==> src/rtl/bls_pkg.sv <==
// Shared types and codes for the line stepper.
// Used by every module of the block; depends on nothing.
package bls_pkg;

	localparam logic FUNC_START   = 1'b0;
	localparam logic FUNC_ADVANCE = 1'b1;

	// Step direction of one axis, as a two-bit signed value.
	localparam logic [1:0] DIR_ZERO = 2'b00;
	localparam logic [1:0] DIR_POS  = 2'b01;
	localparam logic [1:0] DIR_NEG  = 2'b11;

	localparam int QDEPTH = 2;

	localparam logic [0:0] REG_OMIT_END = 1'b0;

	typedef struct packed {
		logic       func;
		logic [1:0] dir_x;
		logic [1:0] dir_y;
	} bls_ctrl_t;

	typedef struct packed {
		logic full;
		logic empty;
	} bls_qstat_t;

endpackage

==> src/rtl/bls_front.sv <==
// Command intake: registers a word, then works out spans, directions and the
// initial error term before the word enters the queue. Depends on bls_pkg.
module bls_front import bls_pkg::*; #(
	parameter int COORD_BITS = 16,
	parameter int ENTRY_W    = $bits(bls_ctrl_t) + 7 * COORD_BITS + 4
) (
	input  logic                         clk,
	input  logic                         arst_n,
	input  logic                         cmd_valid,
	output logic                         cmd_stall,
	input  logic                         func,
	input  logic signed [COORD_BITS-1:0] start_x,
	input  logic signed [COORD_BITS-1:0] start_y,
	input  logic signed [COORD_BITS-1:0] end_x,
	input  logic signed [COORD_BITS-1:0] end_y,
	input  bls_qstat_t                   q_stat,
	output logic                         q_push,
	output logic [ENTRY_W-1:0]           q_data
);

	localparam int W = COORD_BITS;

	logic           valid_s1;
	logic           func_s1;
	logic [W-1:0]   x0_s1, y0_s1, x1_s1, y1_s1;
	logic [W:0]     ddx_s1, ddy_s1;
	logic           load_s1;
	logic [W:0]     span_x, span_y;
	logic [W+1:0]   err0;
	bls_ctrl_t      ctrl;

	assign q_push    = valid_s1 && !q_stat.full;
	assign load_s1   = !valid_s1 || q_push;
	assign cmd_stall = valid_s1 && q_stat.full;

	always_ff @(posedge clk or negedge arst_n) begin
		if (!arst_n) begin
			valid_s1 <= 1'b0;
		end else if (load_s1) begin
			valid_s1 <= cmd_valid;
		end
	end

	always_ff @(posedge clk) begin
		if (load_s1 && cmd_valid) begin
			func_s1 <= func;
			x0_s1   <= start_x;
			y0_s1   <= start_y;
			x1_s1   <= end_x;
			y1_s1   <= end_y;
			ddx_s1  <= {end_x[W-1], end_x} - {start_x[W-1], start_x};
			ddy_s1  <= {end_y[W-1], end_y} - {start_y[W-1], start_y};
		end
	end

	always_comb begin
		span_x = ddx_s1[W] ? (~ddx_s1 + 1'b1) : ddx_s1;
		span_y = ddy_s1[W] ? (~ddy_s1 + 1'b1) : ddy_s1;
		err0   = {1'b0, span_x} - {1'b0, span_y};
		ctrl.func  = func_s1;
		ctrl.dir_x = (ddx_s1 == '0) ? DIR_ZERO : (ddx_s1[W] ? DIR_NEG : DIR_POS);
		ctrl.dir_y = (ddy_s1 == '0) ? DIR_ZERO : (ddy_s1[W] ? DIR_NEG : DIR_POS);
	end

	assign q_data = {ctrl, x0_s1, y0_s1, x1_s1, y1_s1, span_x, span_y, err0};

endmodule

==> src/rtl/bls_queue.sv <==
// Short queue between the intake and the stepper so each side stalls alone.
// Depends on bls_pkg for its depth and status type.
module bls_queue import bls_pkg::*; #(
	parameter int DATA_W = 8
) (
	input  logic              clk,
	input  logic              arst_n,
	input  logic              push,
	input  logic [DATA_W-1:0] wdata,
	input  logic              pop,
	output logic [DATA_W-1:0] rdata,
	output bls_qstat_t        stat
);

	localparam int PTR_W = (QDEPTH > 1) ? $clog2(QDEPTH) : 1;
	localparam int CNT_W = $clog2(QDEPTH + 1);

	logic [DATA_W-1:0] slot_q [QDEPTH];
	logic [PTR_W-1:0]  wr_ptr_q, rd_ptr_q;
	logic [CNT_W-1:0]  count_q;

	assign stat.full  = (count_q == CNT_W'(QDEPTH));
	assign stat.empty = (count_q == '0);
	assign rdata      = slot_q[rd_ptr_q];

	always_ff @(posedge clk or negedge arst_n) begin
		if (!arst_n) begin
			wr_ptr_q <= '0;
			rd_ptr_q <= '0;
			count_q  <= '0;
		end else begin
			if (push) begin
				wr_ptr_q <= (wr_ptr_q == PTR_W'(QDEPTH - 1)) ? '0 : wr_ptr_q + 1'b1;
			end
			if (pop) begin
				rd_ptr_q <= (rd_ptr_q == PTR_W'(QDEPTH - 1)) ? '0 : rd_ptr_q + 1'b1;
			end
			if (push && !pop) begin
				count_q <= count_q + 1'b1;
			end else if (pop && !push) begin
				count_q <= count_q - 1'b1;
			end
		end
	end

	always_ff @(posedge clk) begin
		if (push) begin
			slot_q[wr_ptr_q] <= wdata;
		end
	end

`ifndef SYNTHESIS
	a_no_overflow: assert property (@(posedge clk) disable iff (!arst_n)
		!(push && stat.full)) else $error("queue written while full");
	a_no_underflow: assert property (@(posedge clk) disable iff (!arst_n)
		!(pop && stat.empty)) else $error("queue read while empty");
	a_count_range: assert property (@(posedge clk) disable iff (!arst_n)
		count_q <= CNT_W'(QDEPTH)) else $error("queue count out of range");
`endif

endmodule

==> src/rtl/bls_back.sv <==
// Stepper: holds the line state, makes one error-term step per start word or per
// advance of a running line, and registers the pixel result. Depends on bls_pkg.
module bls_back import bls_pkg::*; #(
	parameter int COORD_BITS = 16,
	parameter int ENTRY_W    = $bits(bls_ctrl_t) + 7 * COORD_BITS + 4
) (
	input  logic                         clk,
	input  logic                         arst_n,
	input  logic [ENTRY_W-1:0]           q_data,
	input  bls_qstat_t                   q_stat,
	output logic                         q_pop,
	input  logic                         omit_end,
	output logic                         pix_valid,
	input  logic                         pix_stall,
	output logic signed [COORD_BITS-1:0] pixel_x,
	output logic signed [COORD_BITS-1:0] pixel_y,
	output logic                         plot,
	output logic                         last,
	output logic                         valid_res
);

	localparam int W  = COORD_BITS;
	localparam int EW = COORD_BITS + 2;
	localparam int TW = COORD_BITS + 4;

	bls_ctrl_t    e_ctrl;
	logic [W-1:0] e_x0, e_y0, e_x1, e_y1;
	logic [W:0]   e_sx, e_sy;
	logic [EW-1:0] e_err;

	// The position and error held here are those after the look-ahead step,
	// i.e. the pixel the next advance will report.
	logic [W-1:0]  pos_x_q, pos_y_q, goal_x_q, goal_y_q;
	logic [W:0]    span_x_q, span_y_q;
	logic [EW-1:0] err_q;
	logic [1:0]    dir_x_q, dir_y_q;
	logic          active_q;

	logic          pix_valid_q;
	logic [W-1:0]  pixel_x_q, pixel_y_q;
	logic          plot_q, last_q, valid_res_q;

	logic          fire, is_start, live;
	logic [W-1:0]  bx, by, gx, gy, nx, ny;
	logic [W:0]    sx, sy;
	logic [EW-1:0] be, ne;
	logic [1:0]    dx, dy;
	logic [TW-1:0] e2, lhs_x, lhs_y, thr;
	logic          cond_x, cond_y, fin;

	assign {e_ctrl, e_x0, e_y0, e_x1, e_y1, e_sx, e_sy, e_err} = q_data;

	assign fire     = !q_stat.empty && (!pix_valid_q || !pix_stall);
	assign q_pop    = fire;
	assign is_start = (e_ctrl.func == FUNC_START);
	assign live     = is_start || active_q;

	always_comb begin
		bx = is_start ? e_x0 : pos_x_q;
		by = is_start ? e_y0 : pos_y_q;
		gx = is_start ? e_x1 : goal_x_q;
		gy = is_start ? e_y1 : goal_y_q;
		sx = is_start ? e_sx : span_x_q;
		sy = is_start ? e_sy : span_y_q;
		be = is_start ? e_err : err_q;
		dx = is_start ? e_ctrl.dir_x : dir_x_q;
		dy = is_start ? e_ctrl.dir_y : dir_y_q;

		// Ties go the other way when x runs backward.
		thr   = {{(TW-1){1'b0}}, (dx == DIR_NEG)};
		e2    = {be[EW-1], be, 1'b0};
		lhs_x = e2 + {3'b000, sy};
		lhs_y = e2 - {3'b000, sx} + thr;
		cond_x = ($signed(lhs_x) >= $signed(thr));
		cond_y = lhs_y[TW-1] || (lhs_y == '0);

		fin = (cond_x && (bx == gx)) || (cond_y && (by == gy));
		nx  = cond_x ? bx + {{(W-2){dx[1]}}, dx} : bx;
		ny  = cond_y ? by + {{(W-2){dy[1]}}, dy} : by;
		ne  = be - (cond_x ? {1'b0, sy} : '0) + (cond_y ? {1'b0, sx} : '0);
	end

	always_ff @(posedge clk or negedge arst_n) begin
		if (!arst_n) begin
			active_q    <= 1'b0;
			pix_valid_q <= 1'b0;
		end else begin
			if (fire) begin
				pix_valid_q <= 1'b1;
				if (live) begin
					active_q <= !fin;
				end
			end else if (!pix_stall) begin
				pix_valid_q <= 1'b0;
			end
		end
	end

	always_ff @(posedge clk) begin
		if (fire) begin
			if (live) begin
				pos_x_q <= nx;
				pos_y_q <= ny;
				err_q   <= ne;
			end
			if (is_start) begin
				goal_x_q <= e_x1;
				goal_y_q <= e_y1;
				span_x_q <= e_sx;
				span_y_q <= e_sy;
				dir_x_q  <= e_ctrl.dir_x;
				dir_y_q  <= e_ctrl.dir_y;
			end
			if (live) begin
				pixel_x_q   <= bx;
				pixel_y_q   <= by;
				plot_q      <= !(fin && omit_end);
				last_q      <= fin;
				valid_res_q <= 1'b1;
			end else begin
				pixel_x_q   <= '0;
				pixel_y_q   <= '0;
				plot_q      <= 1'b0;
				last_q      <= 1'b0;
				valid_res_q <= 1'b0;
			end
		end
	end

	assign pix_valid = pix_valid_q;
	assign pixel_x   = pixel_x_q;
	assign pixel_y   = pixel_y_q;
	assign plot      = plot_q;
	assign last      = last_q;
	assign valid_res = valid_res_q;

`ifndef SYNTHESIS
	a_idle_word_zero: assert property (@(posedge clk) disable iff (!arst_n)
		pix_valid_q && !valid_res_q |-> (pixel_x_q == '0) && (pixel_y_q == '0)
			&& !plot_q && !last_q) else $error("idle result carries pixel data");
	a_end_clears_line: assert property (@(posedge clk) disable iff (!arst_n)
		fire && live && fin |=> !active_q) else $error("line still active after end");
	a_hidden_is_last: assert property (@(posedge clk) disable iff (!arst_n)
		pix_valid_q && valid_res_q && !plot_q |-> last_q)
		else $error("unplotted pixel that is not the last");
`endif

endmodule

==> src/rtl/bresenham_line_stepper.sv <==
// Top level of the all-octant line stepper: register port, intake, queue and
// stepper. Depends on bls_pkg, bls_front, bls_queue and bls_back.
//
// Usage: a command word (func = start with both endpoints, or advance) goes in
// on cmd_valid/cmd_stall; every command word gives exactly one result word
// on pix_valid/pix_stall carrying pixel_x, pixel_y, plot, last and valid_res.
// A start reports the first pixel; each advance reports the next one, and
// last marks the end pixel. An advance with no line running gives a word
// with valid_res low and all other fields zero.
// The command word passes through the intake register and a queue slot, and the
// result word is registered. One word per cycle is sustained while pix_stall is
// low: the stepper makes one add-and-compare error step per cycle.
// Register omit_end (byte address 0) selects segment mode, where the end
// pixel is reported with plot low; write it only while the block is idle.
// Reset clears the line state, omit_end and all handshakes. When the
// receiver stalls, the result word holds; the two-entry queue plus the
// intake register keep taking commands until they fill, then cmd_stall rises.
module bresenham_line_stepper import bls_pkg::*; #(
	parameter int COORD_BITS = 16
) (
	input  logic                         clk,
	input  logic                         arst_n,
	input  logic                         psel,
	input  logic                         penable,
	input  logic                         pwrite,
	input  logic [2:0]                   paddr,
	input  logic [31:0]                  pwdata,
	output logic [31:0]                  prdata,
	output logic                         pready,
	input  logic                         cmd_valid,
	output logic                         cmd_stall,
	input  logic                         func,
	input  logic signed [COORD_BITS-1:0] start_x,
	input  logic signed [COORD_BITS-1:0] start_y,
	input  logic signed [COORD_BITS-1:0] end_x,
	input  logic signed [COORD_BITS-1:0] end_y,
	output logic                         pix_valid,
	input  logic                         pix_stall,
	output logic signed [COORD_BITS-1:0] pixel_x,
	output logic signed [COORD_BITS-1:0] pixel_y,
	output logic                         plot,
	output logic                         last,
	output logic                         valid_res
);

	localparam int ENTRY_W = $bits(bls_ctrl_t) + 7 * COORD_BITS + 4;

	logic               omit_end_q;
	logic               reg_hit;
	logic               q_push, q_pop;
	logic [ENTRY_W-1:0] q_wdata, q_rdata;
	bls_qstat_t         q_stat;

	assign pready  = 1'b1;
	assign reg_hit = (paddr[2] == REG_OMIT_END) && (paddr[1:0] == 2'b00);
	assign prdata  = reg_hit ? {31'd0, omit_end_q} : 32'd0;

	always_ff @(posedge clk or negedge arst_n) begin
		if (!arst_n) begin
			omit_end_q <= 1'b0;
		end else if (psel && penable && pwrite && pready && reg_hit) begin
			omit_end_q <= pwdata[0];
		end
	end

	bls_front #(
		.COORD_BITS (COORD_BITS),
		.ENTRY_W    (ENTRY_W)
	) u_front (
		.clk       (clk),
		.arst_n    (arst_n),
		.cmd_valid (cmd_valid),
		.cmd_stall (cmd_stall),
		.func      (func),
		.start_x   (start_x),
		.start_y   (start_y),
		.end_x     (end_x),
		.end_y     (end_y),
		.q_stat    (q_stat),
		.q_push    (q_push),
		.q_data    (q_wdata)
	);

	bls_queue #(
		.DATA_W (ENTRY_W)
	) u_queue (
		.clk    (clk),
		.arst_n (arst_n),
		.push   (q_push),
		.wdata  (q_wdata),
		.pop    (q_pop),
		.rdata  (q_rdata),
		.stat   (q_stat)
	);

	bls_back #(
		.COORD_BITS (COORD_BITS),
		.ENTRY_W    (ENTRY_W)
	) u_back (
		.clk       (clk),
		.arst_n    (arst_n),
		.q_data    (q_rdata),
		.q_stat    (q_stat),
		.q_pop     (q_pop),
		.omit_end  (omit_end_q),
		.pix_valid (pix_valid),
		.pix_stall (pix_stall),
		.pixel_x   (pixel_x),
		.pixel_y   (pixel_y),
		.plot      (plot),
		.last      (last),
		.valid_res (valid_res)
	);

endmodule
==> config.mk <==
export PLATFORM = sky130hd
export DESIGN_NAME = bresenham_line_stepper
export DESIGN_NICKNAME = d
export VERILOG_FILES = /design/src/rtl/bls_pkg.sv /design/src/rtl/bls_front.sv /design/src/rtl/bls_queue.sv /design/src/rtl/bls_back.sv /design/src/rtl/bresenham_line_stepper.sv
export SDC_FILE = /design/constraint.sdc
export NUM_CORES = 1
export LEC_CHECK = 0
export BUFFER_PORTS_ARGS = -buffer_cell sky130_fd_sc_hd__clkbuf_2
export CAP_MARGIN = 20
export CORE_UTILIZATION = 50
export CTS_BUF_LIST = sky130_fd_sc_hd__clkbuf_2 sky130_fd_sc_hd__clkbuf_4 sky130_fd_sc_hd__clkbuf_8
export CTS_CLUSTER_DIAMETER = 150
export CTS_CLUSTER_SIZE = 25
export DETAILED_ROUTE_END_ITERATION = 10
export PLACE_DENSITY = 0.77
export SLEW_MARGIN = 20
export SYNTH_ARGS = -nofsm -noshare
export SYNTH_HDL_FRONTEND = slang
export SYNTH_HIERARCHICAL = 1
export SYNTH_SLANG_ARGS = --single-unit
==> constraint.sdc <==
create_clock -name clk -period 9.2 [get_ports clk]
set_clock_uncertainty 0.15 [all_clocks]
set_input_delay 1.38 -clock clk [delete_from_list [all_inputs] [get_ports clk]]
set_output_delay 1.38 -clock clk [all_outputs]
set_load 0.005 [all_outputs]
==> results.json <==
{
  "status": "complete, no violations",
  "timing.rr.end": "u_back/err_q[16]$_DFFE_PP_",
  "critPathKind": "reg -> reg",
  "nNetsFinal": 2474,
  "cts_tree": "built",
  "synth_top_area_share_pct": 54.5,
  "tns_ns": 0,
  "place_inst": 2884,
  "core_um2": 53900,
  "clk_latency_ns": 0.63,
  "dieHeight_um": 236,
  "pre_cts_slack_ns": 0.961,
  "grt_max_degree": 73,
  "wl_per_cell_um": 19.5,
  "postCtsSetupBuffers": 0,
  "setup-violations-final": 0,
  "hpwl_um": 41300,
  "tightest_slew_ns": 1.08,
  "rsz0062_at_grt": "no",
  "gr-usage-met1_pct": 26.2,
  "cts.repair.resized": 0,
  "grt_pass1_wl_um": 89600,
  "first_iter_violations": 1149,
  "drtAntennaViolNets": 0,
  "syn_to_final_growth_pct": 5.90,
  "hp-class": "reg -> reg",
  "clockRootBuffer": "clkbuf_8",
  "crit_slowest_cell": "dfrtp_4",
  "slew_viol_final": 0,
  "relSlewSlack_pct": 28.0,
  "holdBufCountCts": 0,
  "viasPerCell": 5.66,
  "rows": 85,
  "met2_usage_pct": 35.9,
  "setup_ws_ns": 0.951,
  "syn_avg_cell_area_um2": 12.9,
  "synthesis.area_um2": 27400,
  "busiest_layer": "met2",
  "antenna_found_initial": 0,
  "port_buffers": 113,
  "gr-usage-met3_pct": 1.53,
  "grt_overflow_total": 0,
  "crit_arrival_ns": 8.51,
  "worstSetupStartpoint": "u_queue/rd_ptr_q$_DFFE_PN0P_",
  "synth_top_area_cell": "edfxtp_1",
  "max_clock_freq_ghz": 0.121,
  "synthFlopType": "edfxtp_1",
  "clock_path_buffers": 3,
  "clock_sinks": 504,
  "r2r_start": "u_queue/rd_ptr_q$_DFFE_PN0P_",
  "grt_pass1_vias": 17000,
  "min_period_ns": 8.25,
  "worstPathRequired_ns": 9.46,
  "reg2regPathDepth": 28,
  "r2r_slack_ns": 0.95,
  "cts_max_level": 1,
  "place_congestion": 0.858,
  "path_common_cell": "a21oi_1",
  "clk_pin_slew_worst_paths_ns": 0.15,
  "dieArea_um2": 55600,
  "ys_warn_count": 6,
  "antenna_cells": 0,
  "synth_seq_cells": 504,
  "die-width_um": 236,
  "num_vias": 16500,
  "cts_inserted_buffers": 24,
  "initial_core_util_pct": 50.7,
  "synthCells": 2116,
  "routed_wl_um": 56900,
  "io_pins": 177,
  "finalCritPeriodShare_pct": 89.7,
  "ys_types": 91,
  "drc": 0,
  "critPathLaunchType": "flop",
  "crit_path_end_kind": "flop",
  "dr.pass1.iters": 5,
  "synth_edf_count": 496,
  "drive_above_1_share_pct": 18.6,
  "path_max_fanout": 40,
  "grt_use_total_pct": 20.2,
  "synthArstFlopShare_pct": 1.59,
  "instances_no_fill": 2919,
  "drv_cap": 0,
  "synthTopCellsByArea": "edfxtp_1, ha_1, mux2_2",
  "slowest_delay_ns": 0.65,
  "ys_seq_area_share_pct": 55.2,
  "crit_end": "u_back/err_q[16]$_DFFE_PP_",
  "hold_slack_ns": 0.270,
  "finalHoldViolCount": 0
}
[flip-flops by register name (all words and copies together), names as in the netlist, 2 cells and up]
register         cells
u_back/pos_x_q      16
u_front/y1_s1       16
u_back/err_q        18
u_back/pixel_y      16
u_front/x0_s1       16
u_back/goal_y_q     16
u_front/ddx_s1      17
u_back/pixel_x      16
u_back/dir_x_q       2
u_back/pos_y_q      16
u_back/span_y_q     17
u_queue/count_q      2
u_queue/slot_q     242
u_back/goal_x_q     16
u_back/span_x_q     17
u_back/dir_y_q       2
u_front/ddy_s1      17
u_front/y0_s1       16
u_front/x1_s1       16
[stage by stage]
stage | util (%) | cell area [um2]
floorplan | - | 27500
finish | 53.7 | 29000
global route | 53.7 | 29000
detailed placement | 52.9 | 28500
global placement | 52.9 | 28500
CTS | 53.7 | 29000
[cells in the mapped netlist (6+ instances only)]
master / instances
xor2_1: 27
o41ai_1: 6
edfxtp_1: 496
nor3_1: 26
and3_1: 13
buf_1: 7
mux2i_1: 61
o31ai_1: 18
mux2_4: 81
a2111oi_0: 6
a211o_1: 7
nor4_1: 11
a21oi_2: 12
and2_1: 7
a211oi_1: 11
a21oi_1: 83
a21boi_0: 8
ha_1: 129
buf_6: 12
nor2_1: 141
buf_4: 37
nand3_1: 27
a31oi_1: 16
xnor2_1: 115
buf_2: 15
o21a_1: 18
dfrtp_1: 8
clkbuf_1: 22
nor2b_1: 40
or3_1: 19
inv_1: 191
nand2_1: 99
o21ai_0: 65
mux2_2: 109
o211ai_1: 9
a21o_1: 19
nand2b_1: 20
fa_1: 24
[cells by family after synthesis]
family / after synthesis / synth area share [%]
AOI/OAI and AO/OA: 334 / 8.51
DFF: 504 / 55.2
adders and majority gates: 154 / 7.70
and+or+nand+nor: 441 / 7.85
xor gates and xnor gates: 144 / 4.67
muxes: 252 / 11.2
buffers and inverters: 285 / 4.86
other: 2 / 0.0275
[how the worst min path moves through the flow]
stage                                      startpoint                          endpoint  slack [ns]  depth (start not counted)
after detailed placement   u_front/x1_s1[2]$_DFFE_PP_   u_queue/slot_q[1][70]$_DFFE_PP_        0.28                          0
after global placement    u_front/x0_s1[14]$_DFFE_PP_  u_queue/slot_q[0][114]$_DFFE_PP_        0.27                          0
after floorplan            u_front/x0_s1[0]$_DFFE_PP_  u_queue/slot_q[0][100]$_DFFE_PP_        0.27                          0
after global routing       u_front/y1_s1[7]$_DFFE_PP_   u_queue/slot_q[0][59]$_DFFE_PP_        0.28                          0
after CTS                  u_front/y0_s1[6]$_DFFE_PP_   u_queue/slot_q[0][90]$_DFFE_PP_        0.27                          0
final                      u_front/y0_s1[6]$_DFFE_PP_   u_queue/slot_q[0][90]$_DFFE_PP_        0.27                          0
[cell usage in the layout (no fill, tap or decap), types with 11 or more instances in the layout]
cell type  instances
edfxtp_1         496
inv_1            190
nor2_1           140
ha_1             129
xnor2_1          115
clkbuf_2         113
mux2_2           108
nand2_1           99
a21oi_1           83
mux2_4            81
o21ai_0           65
mux2i_1           61
nor2b_1           37
conb_1            32
nand3_1           27
xor2_1            27
nor3_1            26
clkbuf_8          25
fa_1              24
buf_4             23
nand2b_1          20
a21o_1            19
or3_1             19
o21a_1            18
o31ai_1           18
a31oi_1           16
and3_1            13
a21oi_2           12
a211oi_1          11
nor4_1            11
[area by class of cell]
type | instances | area, um2
clock buffer | 34 | 412
clock inverter | 1 | 30.0
multi-input combinational | 1357 | 11100
timing repair buffer | 136 | 738
sequential | 504 | 15100
inverter | 191 | 719
tap | 696 | 871
fill | 4329 | 25000
[routing by layer]
metal	vias to the layer above	wire (um)
met5	-	0
met4	0	1500
met3	87	2400
met2	442	28400
met1	8196	24600
li1	7802	-
[critical path: cells and delay by family, from the launching register on]
family	cells	cell delay (ns)
simple gates	3	0.50
flops	1	0.65
compound gates	15	3.52
buf+inv	4	0.86
mux	2	0.92
xor+xnor	1	0.10
fa+ha+maj	3	1.27
Power is left out: the tool's default activity adds up to more than one toggle a clock period on the data nets, which glitch-free logic cannot reach.
